**config.mk**
```make
export PLATFORM = sky130hd
export DESIGN_NAME = char_lcd_nibble_write_sequencer_top
export DESIGN_NICKNAME = d
export VERILOG_FILES = /design/src/hw/rtl/lcdnw_pkg.sv /design/src/hw/rtl/lcdnw_front.sv /design/src/hw/rtl/lcdnw_queue.sv /design/src/hw/rtl/lcdnw_back.sv /design/src/hw/rtl/char_lcd_nibble_write_sequencer_top.sv
export SDC_FILE = /design/constraint.sdc
export NUM_CORES = 1
export LEC_CHECK = 0
export BUFFER_PORTS_ARGS = -buffer_cell sky130_fd_sc_hd__buf_2
export CAP_MARGIN = 20
export CORE_MARGIN = 1
export CORE_UTILIZATION = 64
export CTS_CLUSTER_SIZE = 20
export DETAILED_ROUTE_END_ITERATION = 6
export HOLD_SLACK_MARGIN = 0.15
export PLACE_DENSITY = 0.84
export SLEW_MARGIN = 20
export SYNTH_ARGS = -nofsm -noshare
export SYNTH_HDL_FRONTEND = slang
export SYNTH_SLANG_ARGS = --single-unit
```
**constraint.sdc**
```tcl
create_clock -name clk -period 5.3 [get_ports clk]
set_clock_uncertainty 0.05 [all_clocks]
set_input_delay 0.795 -clock clk [delete_from_list [all_inputs] [get_ports clk]]
set_output_delay 0.795 -clock clk [all_outputs]
set_load 0.01 [all_outputs]
```
**src/hw/rtl/lcdnw_pkg.sv**
```systemverilog
// Shared types, codes and command tables of the character-LCD write sequencer.
package lcdnw_pkg;

  // action codes carried by an input item
  localparam logic [2:0] ACT_INIT   = 3'd0;
  localparam logic [2:0] ACT_CMD    = 3'd1;
  localparam logic [2:0] ACT_DATA   = 3'd2;
  localparam logic [2:0] ACT_CURSOR = 3'd3;
  localparam logic [2:0] ACT_CLEAR  = 3'd4;
  localparam logic [2:0] ACT_NUMBER = 3'd5;

  // configuration register indexes
  localparam logic CFG_SETUP = 1'b0;
  localparam logic CFG_PULSE = 1'b1;

  localparam logic [15:0] SETUP_RESET = 16'd1000;
  localparam logic [15:0] PULSE_RESET = 16'd2000;

  // display controller command bytes
  localparam logic [7:0] CMD_HOME_4BIT  = 8'h02;
  localparam logic [7:0] CMD_FUNC_SET   = 8'h28;
  localparam logic [7:0] CMD_DISP_ON    = 8'h0C;
  localparam logic [7:0] CMD_ENTRY_MODE = 8'h06;
  localparam logic [7:0] CMD_CLEAR      = 8'h01;
  localparam logic [7:0] LINE1_BASE     = 8'h80;
  localparam logic [7:0] LINE2_BASE     = 8'hC0;
  localparam logic [7:0] ASCII_ZERO     = 8'h30;

  localparam logic [2:0] INIT_LAST = 3'd4;

  // number conversion: one input bit per cycle
  localparam int NUM_W = 31;
  localparam logic [4:0] CONV_LAST = 5'(NUM_W - 1);

  // byte queue between front and back
  localparam int Q_DEPTH = 4;
  localparam int Q_AW    = 2;

  typedef struct packed {
    logic       rs;
    logic [7:0] data;
    logic       last;
    logic       settle;
  } byte_cmd_t;

  typedef enum logic [1:0] {
    F_IDLE,
    F_INIT,
    F_CONV,
    F_DIGITS
  } front_state_t;

  typedef enum logic [2:0] {
    S_RS_SETUP,
    S_HI_STROBE,
    S_LO_DRIVE,
    S_LO_STROBE,
    S_LO_RELEASE
  } snap_step_t;

  function automatic logic [7:0] init_byte(input logic [2:0] idx);
    logic [7:0] b;
    case (idx)
      3'd0:    b = CMD_HOME_4BIT;
      3'd1:    b = CMD_FUNC_SET;
      3'd2:    b = CMD_DISP_ON;
      3'd3:    b = CMD_ENTRY_MODE;
      default: b = CMD_CLEAR;
    endcase
    return b;
  endfunction

endpackage

```
**src/hw/rtl/lcdnw_front.sv**
```systemverilog
// Front end: accepts action items and breaks them into byte commands.
module lcdnw_front #(
  parameter int MAX_DIGITS = 10
) (
  input  logic                 clk,
  input  logic                 rst,
  input  logic                 in_valid,
  output logic                 in_ready,
  input  logic [2:0]           action,
  input  logic [7:0]           byte_value,
  input  logic [1:0]           row,
  input  logic [5:0]           column,
  input  logic [30:0]          number,
  output logic                 push_valid,
  output lcdnw_pkg::byte_cmd_t push_cmd,
  input  logic                 q_full
);
  import lcdnw_pkg::*;

  localparam int IDX_W = (MAX_DIGITS > 1) ? $clog2(MAX_DIGITS) : 1;
  localparam logic [IDX_W-1:0] TOP_IDX = IDX_W'(MAX_DIGITS - 1);

  front_state_t     state, state_next;
  logic [2:0]       init_cnt;
  logic [3:0]       bcd      [MAX_DIGITS];
  logic [3:0]       adj      [MAX_DIGITS];
  logic [3:0]       bcd_next [MAX_DIGITS];
  logic [NUM_W-1:0] bin;
  logic [4:0]       bit_cnt;
  logic [IDX_W-1:0] idx;
  logic             started;
  logic             accept;
  logic [3:0]       cur_digit;
  logic             skip;

  assign accept    = in_valid && in_ready;
  assign cur_digit = bcd[idx];
  // drop leading zeros, but always keep the units digit
  assign skip      = !started && (cur_digit == 4'd0) && (idx != '0);

  // shift-and-add-3 step: BCD digits of five or more are corrected before the shift
  always_comb begin
    for (int i = 0; i < MAX_DIGITS; i++) begin
      adj[i] = (bcd[i] >= 4'd5) ? bcd[i] + 4'd3 : bcd[i];
    end
    bcd_next[0] = {adj[0][2:0], bin[NUM_W-1]};
    for (int i = 1; i < MAX_DIGITS; i++) begin
      bcd_next[i] = {adj[i][2:0], adj[i-1][3]};
    end
  end

  always_comb begin
    state_next = state;
    case (state)
      F_IDLE: begin
        if (accept && action == ACT_INIT) begin
          state_next = F_INIT;
        end else if (accept && action == ACT_NUMBER) begin
          state_next = F_CONV;
        end
      end
      F_INIT: begin
        if (!q_full && init_cnt == INIT_LAST) begin
          state_next = F_IDLE;
        end
      end
      F_CONV: begin
        if (bit_cnt == CONV_LAST) begin
          state_next = F_DIGITS;
        end
      end
      F_DIGITS: begin
        if (!skip && !q_full && idx == '0) begin
          state_next = F_IDLE;
        end
      end
      default: state_next = F_IDLE;
    endcase
  end

  always_comb begin
    in_ready   = 1'b0;
    push_valid = 1'b0;
    push_cmd   = '0;
    case (state)
      F_IDLE: begin
        in_ready        = !q_full;
        push_valid      = accept && (action inside {ACT_CMD, ACT_DATA, ACT_CURSOR, ACT_CLEAR});
        push_cmd.rs     = (action == ACT_DATA);
        push_cmd.last   = 1'b1;
        push_cmd.settle = (action == ACT_CLEAR);
        case (action)
          ACT_CURSOR: push_cmd.data = ((row == 2'd1) ? LINE1_BASE : LINE2_BASE)
                                      + {2'b00, column};
          ACT_CLEAR:  push_cmd.data = CMD_CLEAR;
          default:    push_cmd.data = byte_value;
        endcase
      end
      F_INIT: begin
        push_valid      = !q_full;
        push_cmd.data   = init_byte(init_cnt);
        push_cmd.last   = (init_cnt == INIT_LAST);
        push_cmd.settle = (init_cnt == INIT_LAST);
      end
      F_DIGITS: begin
        push_valid    = !q_full && !skip;
        push_cmd.rs   = 1'b1;
        push_cmd.data = ASCII_ZERO | {4'h0, cur_digit};
        push_cmd.last = (idx == '0);
      end
      default: ;
    endcase
  end

  always_ff @(posedge clk) begin
    if (rst) begin
      state <= F_IDLE;
    end else begin
      state <= state_next;
    end
  end

  always_ff @(posedge clk) begin
    case (state)
      F_IDLE: begin
        if (accept) begin
          init_cnt <= 3'd0;
          bin      <= number;
          bit_cnt  <= 5'd0;
          started  <= 1'b0;
          for (int i = 0; i < MAX_DIGITS; i++) begin
            bcd[i] <= 4'd0;
          end
        end
      end
      F_INIT: begin
        if (push_valid) begin
          init_cnt <= init_cnt + 3'd1;
        end
      end
      F_CONV: begin
        for (int i = 0; i < MAX_DIGITS; i++) begin
          bcd[i] <= bcd_next[i];
        end
        bin     <= {bin[NUM_W-2:0], 1'b0};
        bit_cnt <= bit_cnt + 5'd1;
        idx     <= TOP_IDX;
        // a carry out of the top digit means the number is wider than the
        // digit field: keep every digit held, zeros included
        if (adj[MAX_DIGITS-1][3]) begin
          started <= 1'b1;
        end
      end
      F_DIGITS: begin
        if (skip) begin
          idx <= idx - 1'b1;
        end else if (push_valid) begin
          started <= 1'b1;
          if (idx != '0) begin
            idx <= idx - 1'b1;
          end
        end
      end
      default: ;
    endcase
  end

endmodule

```
**src/hw/rtl/lcdnw_queue.sv**
```systemverilog
// Short byte-command queue between the front and back ends.
module lcdnw_queue (
  input  logic                 clk,
  input  logic                 rst,
  input  logic                 push,
  input  lcdnw_pkg::byte_cmd_t push_cmd,
  input  logic                 pop,
  output lcdnw_pkg::byte_cmd_t head,
  output logic                 empty,
  output logic                 full
);
  import lcdnw_pkg::*;

  byte_cmd_t   mem [Q_DEPTH];
  logic [Q_AW:0] wr_ptr;
  logic [Q_AW:0] rd_ptr;

  assign empty = (wr_ptr == rd_ptr);
  assign full  = (wr_ptr[Q_AW] != rd_ptr[Q_AW]) &&
                 (wr_ptr[Q_AW-1:0] == rd_ptr[Q_AW-1:0]);
  assign head  = mem[rd_ptr[Q_AW-1:0]];

  always_ff @(posedge clk) begin
    if (rst) begin
      wr_ptr <= '0;
      rd_ptr <= '0;
    end else begin
      if (push && !full) begin
        wr_ptr <= wr_ptr + 1'b1;
      end
      if (pop && !empty) begin
        rd_ptr <= rd_ptr + 1'b1;
      end
    end
  end

  always_ff @(posedge clk) begin
    if (push && !full) begin
      mem[wr_ptr[Q_AW-1:0]] <= push_cmd;
    end
  end

endmodule

```
**src/hw/rtl/lcdnw_back.sv**
```systemverilog
// Back end: expands each byte command into five timed pin snapshots.
module lcdnw_back (
  input  logic                 clk,
  input  logic                 rst,
  input  lcdnw_pkg::byte_cmd_t head,
  input  logic                 q_empty,
  output logic                 pop,
  input  logic [15:0]          setup_ticks,
  input  logic [15:0]          pulse_ticks,
  output logic                 out_valid,
  input  logic                 out_ready,
  output logic                 rs_level,
  output logic                 en_level,
  output logic [3:0]           nibble,
  output logic [15:0]          hold_ticks,
  output logic                 last
);
  import lcdnw_pkg::*;

  byte_cmd_t  cur;
  logic       cur_valid;
  snap_step_t step, step_next;
  logic [3:0] nibble_pins;
  logic       advance;
  logic       snap_en;
  logic [3:0] snap_nib;
  logic [15:0] snap_hold;
  logic       snap_last;

  assign advance = cur_valid && (!out_valid || out_ready);
  assign pop     = !cur_valid && !q_empty;

  always_comb begin
    step_next = step;
    if (advance) begin
      case (step)
        S_RS_SETUP:   step_next = S_HI_STROBE;
        S_HI_STROBE:  step_next = S_LO_DRIVE;
        S_LO_DRIVE:   step_next = S_LO_STROBE;
        S_LO_STROBE:  step_next = S_LO_RELEASE;
        default:      step_next = S_RS_SETUP;
      endcase
    end
  end

  always_comb begin
    snap_en   = 1'b0;
    snap_nib  = cur.data[3:0];
    snap_hold = 16'd0;
    snap_last = 1'b0;
    case (step)
      S_RS_SETUP: begin
        snap_nib  = nibble_pins;
        snap_hold = setup_ticks;
      end
      S_HI_STROBE: begin
        snap_en   = 1'b1;
        snap_nib  = cur.data[7:4];
        snap_hold = pulse_ticks;
      end
      S_LO_DRIVE: ;
      S_LO_STROBE: begin
        snap_en   = 1'b1;
        snap_hold = pulse_ticks;
      end
      S_LO_RELEASE: begin
        snap_hold = cur.settle ? pulse_ticks : 16'd0;
        snap_last = cur.last;
      end
      default: ;
    endcase
  end

  always_ff @(posedge clk) begin
    if (rst) begin
      step        <= S_RS_SETUP;
      cur_valid   <= 1'b0;
      out_valid   <= 1'b0;
      nibble_pins <= 4'd0;
    end else begin
      step <= step_next;
      if (pop) begin
        cur_valid <= 1'b1;
      end else if (advance && step == S_LO_RELEASE) begin
        cur_valid <= 1'b0;
      end
      if (advance) begin
        out_valid <= 1'b1;
      end else if (out_ready) begin
        out_valid <= 1'b0;
      end
      if (advance && step == S_LO_RELEASE) begin
        nibble_pins <= cur.data[3:0];
      end
    end
  end

  always_ff @(posedge clk) begin
    if (pop) begin
      cur <= head;
    end
    if (advance) begin
      rs_level   <= cur.rs;
      en_level   <= snap_en;
      nibble     <= snap_nib;
      hold_ticks <= snap_hold;
      last       <= snap_last;
    end
  end

endmodule

```
**src/hw/rtl/char_lcd_nibble_write_sequencer_top.sv**
```systemverilog
// Top level of the character-LCD 4-bit write sequencer.
// Each accepted item asks for one display action (init, command byte, data
// byte, set cursor, clear, print a decimal number); the block answers with a
// stream of pin snapshots (rs, en, D7..D4, hold time, last flag), five per
// byte sent: register select with setup hold, high nibble strobe, low nibble,
// low nibble strobe, release. The front end takes an item whenever it is
// idle and the byte queue has room; it queues one byte for a plain command,
// data or cursor item at once, walks the five init bytes one a cycle while
// the queue has room, and converts a number with a shift-and-add-3 unit, one
// input bit a cycle, then queues one digit a cycle while the queue has room
// after dropping leading zeros.
// The back end emits one snapshot a cycle while the output is taken and
// pauses to load each byte from the queue before its first snapshot. The
// back-end snapshot sequencer sets the rate; output stalls hold it.
// Configuration writes are always taken and must only happen while the
// block is idle. Unused action codes are taken and produce no snapshots.
module char_lcd_nibble_write_sequencer_top #(
  parameter int MAX_DIGITS = 10
) (
  input  logic        clk,
  input  logic        rst,
  // action items
  input  logic        in_valid,
  output logic        in_ready,
  input  logic [2:0]  action,
  input  logic [7:0]  byte_value,
  input  logic [1:0]  row,
  input  logic [5:0]  column,
  input  logic [30:0] number,
  // pin snapshots
  output logic        out_valid,
  input  logic        out_ready,
  output logic        rs_level,
  output logic        en_level,
  output logic [3:0]  nibble,
  output logic [15:0] hold_ticks,
  output logic        last,
  // configuration writes
  input  logic        cfg_valid,
  output logic        cfg_ready,
  input  logic        cfg_index,
  input  logic [15:0] cfg_data
);
  import lcdnw_pkg::*;

  logic [15:0] setup_ticks;
  logic [15:0] pulse_ticks;

  logic      push_valid;
  byte_cmd_t push_cmd;
  byte_cmd_t head;
  logic      q_empty;
  logic      q_full;
  logic      pop;

  // registers never stall the writer
  assign cfg_ready = 1'b1;

  always_ff @(posedge clk) begin
    if (rst) begin
      setup_ticks <= SETUP_RESET;
      pulse_ticks <= PULSE_RESET;
    end else if (cfg_valid) begin
      case (cfg_index)
        CFG_SETUP: setup_ticks <= cfg_data;
        CFG_PULSE: pulse_ticks <= cfg_data;
        default: ;
      endcase
    end
  end

  // classify items and break them into bytes
  lcdnw_front #(
    .MAX_DIGITS (MAX_DIGITS)
  ) u_front (
    .clk        (clk),
    .rst        (rst),
    .in_valid   (in_valid),
    .in_ready   (in_ready),
    .action     (action),
    .byte_value (byte_value),
    .row        (row),
    .column     (column),
    .number     (number),
    .push_valid (push_valid),
    .push_cmd   (push_cmd),
    .q_full     (q_full)
  );

  // decouple byte production from snapshot output
  lcdnw_queue u_queue (
    .clk      (clk),
    .rst      (rst),
    .push     (push_valid),
    .push_cmd (push_cmd),
    .pop      (pop),
    .head     (head),
    .empty    (q_empty),
    .full     (q_full)
  );

  // turn each byte into five snapshots
  lcdnw_back u_back (
    .clk         (clk),
    .rst         (rst),
    .head        (head),
    .q_empty     (q_empty),
    .pop         (pop),
    .setup_ticks (setup_ticks),
    .pulse_ticks (pulse_ticks),
    .out_valid   (out_valid),
    .out_ready   (out_ready),
    .rs_level    (rs_level),
    .en_level    (en_level),
    .nibble      (nibble),
    .hold_ticks  (hold_ticks),
    .last        (last)
  );

endmodule

```
After elaboration in Yosys (flattened, before gate mapping). Memory sizes are Yosys's and may differ from the RTL's. A register that Yosys moved wholly into a read port is not among the register bits. Cells that the tools add are included.

Bits in registers: 116. Bits in writable memories: 84. Output and inout bits: 26. Logic and storage cells: 201. Memories kept: 2.

Memories: u_queue.mem (words 4, width 11, read ports 1, clocked after Yosys merged registers in 1, wr ports 1, line lcdnw_queue.sv:14) `byte_cmd_t mem [Q_DEPTH];`; u_front.bcd (words 10, width 4, read ports 11, clocked after Yosys merged registers in 1, wr ports 10, line lcdnw_front.sv:25) `logic [3:0] bcd [MAX_DIGITS];`.

Add/subtract/negate cells: 16. Order comparisons: 10. Equality and inequality tests: 32. Mux-type cells: 67. Bitwise logic cells: 11. Reductions and logical operators: 44.

Operator list (count): two-way mux 4 bit (24); one-hot mux 31 bit (2 select lines) (1); one-hot mux 16 bit (3 select lines) (1); adder 4 x 2 -> 4 bit (second input constant) (10); greater-or-equal comparator 4 x 3 -> 1 bit (second input constant) (10); two-way mux 31 bit (1); one-hot mux 9 bit (3 select lines) (1); one-hot mux 6 bit (4 select lines) (1); equality test 3 x 2 -> 1 bit (second input constant) (6); two-way mux 1 bit (17); two-way mux 16 bit (1); one-hot mux 4 bit (2 select lines) (2); one-hot mux 8 bit (2 select lines) (1); logical AND 1 bit (15); inequality test 2 x 1 -> 1 bit (second input constant) (7); equality test 3 bit (second input constant) (4); one-hot mux 3 bit (4 select lines) (1); two-way mux 2 bit (5); bitwise OR 1 bit (10); one-hot mux 5 bit (2 select lines) (1); nonzero test 2 bit (5); adder 3 x 1 -> 3 bit (second input constant) (3); equality test 3 x 1 -> 1 bit (second input constant) (3); zero test 3 bit (3); 30 further kinds (47).

Logic depth before layout (Yosys ltp). Gate-level depths: netlist (run 1).

Depth after elaboration: 11. Gate-level depth with buffers: 10. Depth with buffers taken out: 7.

By module. From an unflattened synthesis (run 1), not the netlist that was laid out.

Cell total of the unflattened synthesis: 908. Area, all modules: 10906.7 µm².

By module, submodules not included: lcdnw_front (times used 1, cells each 519, area each 5506.5 µm²); lcdnw_queue (times used 1, cells each 125, area each 2159.6 µm²); lcdnw_back (times used 1, cells each 134, area each 1903.1 µm²); char_lcd_nibble_write_sequencer_top (times used 1, cells each 130, area each 1337.5 µm²).

Worst setup path before layout (run 1). OpenSTA, ideal clock, no wires.

Path kind: register -> register. From: register u_front.state[0]. To: memory u_front.bcd[0][0] (enable). Setup time: 404 ps. Arrival: 2207 ps. Setup slack: 2639 ps. Cell stages (with the launch flop): 6. Buffers on the path: 2. Period minus slack after synthesis: 2661 ps. Path through: dfxtp_1 -> inv_1 -> ha_1 -> clkbuf_1 -> clkbuf_1 -> nand2b_1.

RTL lines: start, declared (line lcdnw_front.sv:23) `front_state_t state, state_next;`; start signal, assigned (line lcdnw_front.sv:119) `state <= state_next;`; end, declared (line lcdnw_front.sv:25).

==> reports/qor.log, run 1 <==
qor: outcome.run_status finished, final reports clean
qor: timing.final-max-slew-violation-count 0
qor: global_route.grt_pass1_wl 31000 um
qor: global_route.gr-total-overflow 0
qor: worst_setup_path.timing.critical_path.arrival 3.84 ns
qor: clocking.postCtsHoldBufs 0
qor: yosys.ys_top_cells_by_area edfxtp_1 47%, dfxtp_1 10%, nand2_1 4.8%
qor: yosys.yosys.cell_types.count 58
qor: cells_and_area.diodes 0
qor: pwr.power.ir.vdd_worst 0.304 mV
qor: die.placeableCoreArea 15800 um2
qor: yosys.seq_area_frac_synth 0.575
qor: timing.finalHoldViolations 0
qor: die.die_x 129 um
qor: die.num_rows 46
qor: pwr.power.density_cell_area 544 nW/um2
qor: die.die_area 16600 um2
qor: cells_and_area.syn_to_final_growth 13.0%
qor: die.ios 98
qor: placed_design.detailed_place_hpwl 12200 um
qor: die.start_util 0.653
qor: clocking.clock_sinks 215
qor: timing.worstMarginPinSlew 1.02 ns
qor: worst_setup_path.critical_path_capture_point_type register
qor: detailed_routing.vias_per_cell 5.62
qor: yosys.synth_top_cell_area_share 0.472
qor: cells_and_area.layout.cells.most_common edfxtp_1
qor: yosys.synth_area 10300 um2
qor: clocking.post_cts_sizing_count 0
qor: detailed_routing.routed-via-count 6659
qor: clocking.clk_path_buf_depth 3
qor: yosys.postSynthCellCount 870
qor: cells_and_area.layout-drive-gt1-share 0.200
qor: clocking.cts_tree built
qor: timing.period_share 0.661
qor: placed_design.buffer_ports.inserted 96
qor: global_route.number_of_antenna_violations_at_the_first_check_in_global_routing 0
qor: placed_design.final_weighted_congestion_of_routability_driven_global_placement 0.845
qor: yosys.yosys.area.top_type edfxtp_1
qor: clocking.cts_inserted_buffers 22
qor: timing.max_freq 285 MHz
qor: clocking.cts.reportedPaths.clkPinSlew 0.06 ns
qor: placed_design.post_dp_cell_area 10900 um2
qor: clocking.root_buffer_cell clkbuf_16
qor: clocking.clk_latency 0.50 ns
qor: global_route.globalRouteTotalUtil 0.238
qor: cells_and_area.layout_common_cells 162 x edfxtp_1, 132 x nand2_1, 96 x buf_2, 53 x dfxtp_1, 50 x a21oi_1
qor: detailed_routing.number_of_design_rule_violations_left_by_the_first_detailed_router_iteration 497
qor: detailed_routing.routed_wirelength 19300 um
qor: timing.finalSetupViolCount 0
qor: yosys.synthesis.area_per_instance 11.8 um2
qor: clocking.maximum_level_of_the_cts_h_tree 1
qor: timing.setup_tns 0 ns
qor: pwr.p_leak 4.56 nW
qor: global_route.grt_start_max_net_pins 56
qor: timing.grt_setup_unrepaired false
qor: detailed_routing.drt_pass1_iterations 5
qor: detailed_routing.route.detailed.drc 0
qor: worst_setup_path.timing_worst_setup_path_type register to register
qor: timing.timing.slew.headroom 0.318
qor: worst_setup_path.worstPathMaxFanout 22
qor: worst_setup_path.setup.worst_path.start_class register
qor: cells_and_area.layout.cells.non_filler 1184
qor: detailed_routing.dr_wl_cell 16.3 um
qor: yosys.synth_warnings 0
qor: cells_and_area.stdcell_area 11600 um2
qor: detailed_routing.antenna_violating_nets_post_route 0
qor: cells_and_area.num-nets-final 1062
qor: yosys.postSynth.topFlopCell edfxtp_1
qor: die.die-height 129 um
qor: yosys.synth_nets 980
qor: worst_setup_path.critical_path_required 5.64 ns
qor: timing.hold_slack 0.404 ns
qor: pwr.total_power 6.33 mW
qor: yosys.seq_cells_post_synth 215
qor: timing.period_minus_slack 3.50 ns
qor: worst_hold_path.min_path_type register to register
qor: global_route.first_global_vias 6336
qor: run.cap_violations 0
qor: clocking.cts_post_setup_buffers_inserted 0
qor: yosys.asyncSetResetFlopFracSynth 0
qor: placed_design.dp.cells 1144
qor: yosys.synth-edff-count 162
## area by class of cell
type,instances,area [um2]
clock buffer,30,663
clock inverter,10,80.1
fill,1086,4130
inverter,34,128
multi-input combinational,579,4060
sequential,215,5930
tap,216,270
timing repair buffer,100,510
## power by group
part,internal (mW),switching (mW)
sequential,2.52,0.437
clock,0.928,0.640
combinational,0.809,0.996
## worst max-delay path, cell delays in order, from the launching register on
cell,delay [ns]
dfxtp_1,1.00
mux2i_1,0.19
mux4_2,0.52
o21ai_0,0.25
nor2_1,0.16
a31oi_4,0.27
and2_1,0.55
mux2_1,0.39
## per-stage QoR
step                      worst slack (ns)   util
after floorplan                       2.64      -
after global placement                1.98  0.690
after detailed placement              1.81  0.691
after CTS                             1.80  0.738
after global routing                  1.59  0.738
final                                 1.80  0.738
## synth_stat cells (4+ instances only)
master,number
inv_1,34
dfxtp_1,53
a21oi_1,50
nand2b_1,17
nor2b_1,11
clkbuf_1,32
nand3b_1,12
or3_1,4
mux2_2,32
xor2_1,16
o21ai_0,34
nand3_1,7
and2_1,33
nor3b_1,13
buf_1,5
a21o_1,4
mux2i_1,26
xnor2_1,16
a21boi_0,10
a22o_1,16
nand2_1,132
edfxtp_1,162
o221ai_1,7
nor2_1,48
ha_1,38
mux4_2,14
## metal layers
| layer | vias to the layer above | routed length (um) | global-route usage |
|---|---|---|---|
| li1 | 3259 | - | - |
| met5 | - | 0 | 0 |
| met3 | 31 | 927 | 0.0337 |
| met4 | 0 | 409 | 0.0761 |
| met1 | 3176 | 8440 | 0.320 |
| met2 | 193 | 9510 | 0.401 |
## flip-flops by register name (all words and copies together), names as in the netlist, 5 cells and up, named ones only
name / flops
u_back.hold_ticks: 16
setup_ticks: 16
u_front.bin: 31
u_back.cur: 11
u_front.bcd: 40
u_queue.mem: 44
u_front.bit_cnt: 5
pulse_ticks: 16
## path summary, 6_finish.rpt
path / to / depth (start not counted) / slack (ns) / start
setup / recovery: u_queue.wr_ptr[2] / 7 / 1.80 / register
hold / removal: pulse_ticks[11] / 2 / 0.40 / pulse_ticks[11]
setup reg to reg: u_queue.wr_ptr[2] / 7 / 1.80 / register
hold reg to reg: pulse_ticks[11] / 2 / 0.40 / pulse_ticks[11]
## logic make-up after synthesis
logic type / Yosys count / synth area share
simple gates: 292 / 0.138
flops: 215 / 0.575
buf+inv: 76 / 0.0316
other cells: 1 / 0.000364
fa+ha+maj: 38 / 0.0462
compound gates: 142 / 0.0882
mux: 74 / 0.0934
xor+xnor: 32 / 0.0272
(Power assumes the default switching activity.)
==> inputs of run 2 (changes only) <==
- CORE_UTILIZATION: 64 -> 60
- PLACE_DENSITY: 0.84 -> 0.8
- clock period: 5.3 -> 3.4 ns (I/O delays scaled with it)
==> run 2 against run 1 <==
Final cell count grew 1.8%. Hold slack lost 0.24 ns. First-iteration DRC count shrank 26%. Register-to-register slack lost 1.1 ns. Combinational power grew 64%. Sequential cell count is the same. Fmax grew 28%. Critical path depth is the same. Sequential power grew 52%. Global-route usage shrank 2.4 points. Design area grew 0.92%. Die area grew 6.6%. Critical endpoint is now u_queue.mem[2][4]. Largest power group unchanged.
==> reports/qor.log, run 2 (synthesis gave the netlist of run 1 again) <==
qor: timing.max_freq 365 MHz [was 285 MHz]
qor: global_route.grt_start_max_net_pins 41 [was 56]
qor: die.placeableCoreArea 16700 um2 [was 15800 um2]
qor: placed_design.buffer_ports.inserted 96 [unchanged]
qor: pwr.power.ir.vdd_worst 0.555 mV [was 0.304 mV]
qor: placed_design.place_ws 0.631 ns [was 1.81 ns]
qor: detailed_routing.routed-via-count 6686 [was 6659]
qor: worst_setup_path.critical_path.max_stage_delay 0.47 ns [was 1.00 ns]
qor: timing.finalHoldViolations 0 [unchanged]
qor: detailed_routing.drt_pass1_iterations 4 [was 5]
qor: clocking.clock_sinks 215 [unchanged]
qor: worst_setup_path.critical_path_required 3.51 ns [was 5.64 ns]
qor: run.cap_violations 0 [unchanged]
qor: cells_and_area.layout.cells.most_common edfxtp_1 [unchanged]
qor: die.die_x 133 um [was 129 um]
qor: cells_and_area.num-nets-final 1078 [was 1062]
qor: timing.grt_setup_unrepaired false [unchanged]
qor: pwr.p_leak 4.62 nW [was 4.56 nW]
qor: cells_and_area.diodes 0 [unchanged]
qor: timing.timing.final.ws_setup 0.659 ns [was 1.80 ns]
qor: die.die_area 17700 um2 [was 16600 um2]
qor: worst_setup_path.slowest_stage mux4_2 [was dfxtp_1]
qor: clocking.clk_path_buf_depth 3 [unchanged]
qor: die.ios 98 [unchanged]
qor: worst_hold_path.min_path_cells 3 [was 2]
qor: worst_hold_path.hold_start cfg_data[5] [was pulse_ticks[11]]
qor: global_route.gr-total-overflow 0 [unchanged]
qor: cells_and_area.layout_common_cells 162 x edfxtp_1, 132 x nand2_1, 96 x buf_2, 53 x dfxtp_1, 50 x a21oi_1 [unchanged]
qor: detailed_routing.dr_wl_cell 15.5 um [was 16.3 um]
qor: timing.setup_tns 0 ns [unchanged]
qor: timing.hold_slack 0.168 ns [was 0.404 ns]
qor: detailed_routing.route.detailed.drc 0 [unchanged]
qor: detailed_routing.routed_wirelength 18700 um [was 19300 um]
qor: global_route.globalRouteTotalUtil 0.214 [was 0.238]
qor: worst_setup_path.critical_path_capture_point_type register [unchanged]
qor: clocking.postCtsHoldBufs 0 [unchanged]
qor: timing.period_minus_slack 2.74 ns [was 3.50 ns]
qor: detailed_routing.vias_per_cell 5.55 [was 5.62]
qor: clocking.clk_latency 0.52 ns [was 0.50 ns]
qor: cells_and_area.layout-drive-gt1-share 0.208 [was 0.200]
qor: timing.timing.slew.headroom 0.551 [was 0.318]
qor: timing.final-max-slew-violation-count 0 [unchanged]
qor: clocking.maximum_level_of_the_cts_h_tree 1 [unchanged]
qor: worst_setup_path.reg2reg_setup_slack 0.66 ns [was 1.80 ns]
qor: placed_design.final_weighted_congestion_of_routability_driven_global_placement 0.830 [was 0.845]
qor: die.die-height 133 um [was 129 um]
qor: timing.period_share 0.806 [was 0.661]
qor: timing.finalSetupViolCount 0 [unchanged]
qor: clocking.cts_tree built [unchanged]
qor: worst_hold_path.min_path_type input pin to register [was register to register]
qor: detailed_routing.number_of_design_rule_violations_left_by_the_first_detailed_router_iteration 366 [was 497]
qor: worst_setup_path.cp_top_family simple AND/OR/NAND/NOR gates [was multiplexers]
qor: placed_design.detailed_place_hpwl 12500 um [was 12200 um]
qor: clocking.cts_post_setup_buffers_inserted 0 [unchanged]
qor: global_route.number_of_antenna_violations_at_the_first_check_in_global_routing 1 [was 0]
qor: die.num_rows 47 [was 46]
qor: worst_setup_path.worstPathMaxFanout 22 [unchanged]
qor: cells_and_area.finish.utilization 0.703 [was 0.738]
qor: clocking.root_buffer_cell clkbuf_16 [unchanged]
qor: cells_and_area.syn_to_final_growth 14.0% [was 13.0%]
qor: worst_setup_path.timing_worst_setup_path_type register to register [unchanged]
qor: worst_hold_path.whs_endpoint setup_ticks[5] [was pulse_ticks[11]]
qor: clocking.cts_inserted_buffers 23 [was 22]
qor: die.start_util 0.617 [was 0.653]
qor: clocking.cts.reportedPaths.clkPinSlew 0.06 ns [about the same]
qor: outcome.run_status finished, final reports clean [unchanged]
qor: cells_and_area.largest_register_ff_count 44 [unchanged]
qor: worst_setup_path.setup.worst_path.start_class register [unchanged]
qor: worst_setup_path.timing.critical_path.arrival 2.85 ns [was 3.84 ns]
qor: timing.worstMarginPinSlew 0.673 ns [was 1.02 ns]
qor: global_route.first_global_vias 6389 [was 6336]
qor: pwr.power.density_cell_area 838 nW/um2 [was 544 nW/um2]
qor: worst_setup_path.r2r-end u_queue.mem[2][4] [was u_queue.wr_ptr[2]]
qor: global_route.grt_pass1_wl 30800 um [was 31000 um]
qor: clocking.post_cts_sizing_count 0 [unchanged]
qor: worst_setup_path.rr_worst_depth 7 [unchanged]
qor: detailed_routing.antenna_violating_nets_post_route 0 [unchanged]
qor: worst_setup_path.critical_path.cell_chain buf_4, mux2i_1, mux4_2, o21ai_0, nor2_1, a31oi_4, and2_1 [was mux2i_1, mux4_2, o21ai_0, nor2_1, a31oi_4, and2_1, mux2_1]
qor: worst_setup_path.crit_buf_inv 1 [was 0]
## run 2: cell count changes in the layout (fill, tap and decap cells not counted), sizes merged
cell	change
clkbuf	+2
buf	+15
clkinvlp	+1
inv	-1
## run 2: how the worst max path moves through the flow
stage / start / to / slack, ns / cells after the start
2_1_floorplan: u_front.state[0] / u_front.bcd[0][0] / 0.74 / 5
3_3_place_gp: register / u_queue.mem[2][7] / 0.75 / 7
3_5_place_dp: register / u_queue.mem[2][7] / 0.63 / 7
4_1_cts: register / u_queue.mem[2][7] / 0.64 / 7
5_1_grt: register / u_queue.mem[2][9] / 0.42 / 7
6_report: register / u_queue.mem[2][4] / 0.66 / 7
## run 2: per-layer routing
metal	vias up	global-route usage	wire [um]
met1	3172	0.293	8530
li1	3299	-	-
met4	2	0.0658	393
met5	-	0	13
met2	181	0.351	8900
met3	32	0.0345	871
## run 2: power by group
group / switching (mW) / internal (mW)
logic: 1.63 / 1.32
registers: 0.570 / 3.92
clock network: 0.998 / 1.40
total: 3.20 / 6.65
## run 2: final cells by class
cell class | count | area [um2]
clock buffers | 32 | 639
clock inverters | 10 | 97.6
fillers | 1174 | 4960
inverters | 34 | 128
multi-input cells | 579 | 4060
flip-flops and latches | 215 | 5930
well taps | 220 | 275
repair buffers | 115 | 623
## run 2: tightest hold or removal path, delay by kind of cell
family                 cells  cell delay [ns]
buffers and inverters      1             0.09
and+or+nand+nor            2             0.10
## run 2: through the flow
step | std cells | total power, mW | area (um2)
2_1_floorplan | 870 | 6.62 | 10300
4_1_cts | 1205 | 9.91 | 11700
3_5_place_dp | 1163 | 7.47 | 11000
3_3_place_gp | 1163 | 7.36 | 11000
6_report | 1205 | 9.84 | 11700
5_1_grt | 1205 | 10.4 | 11700
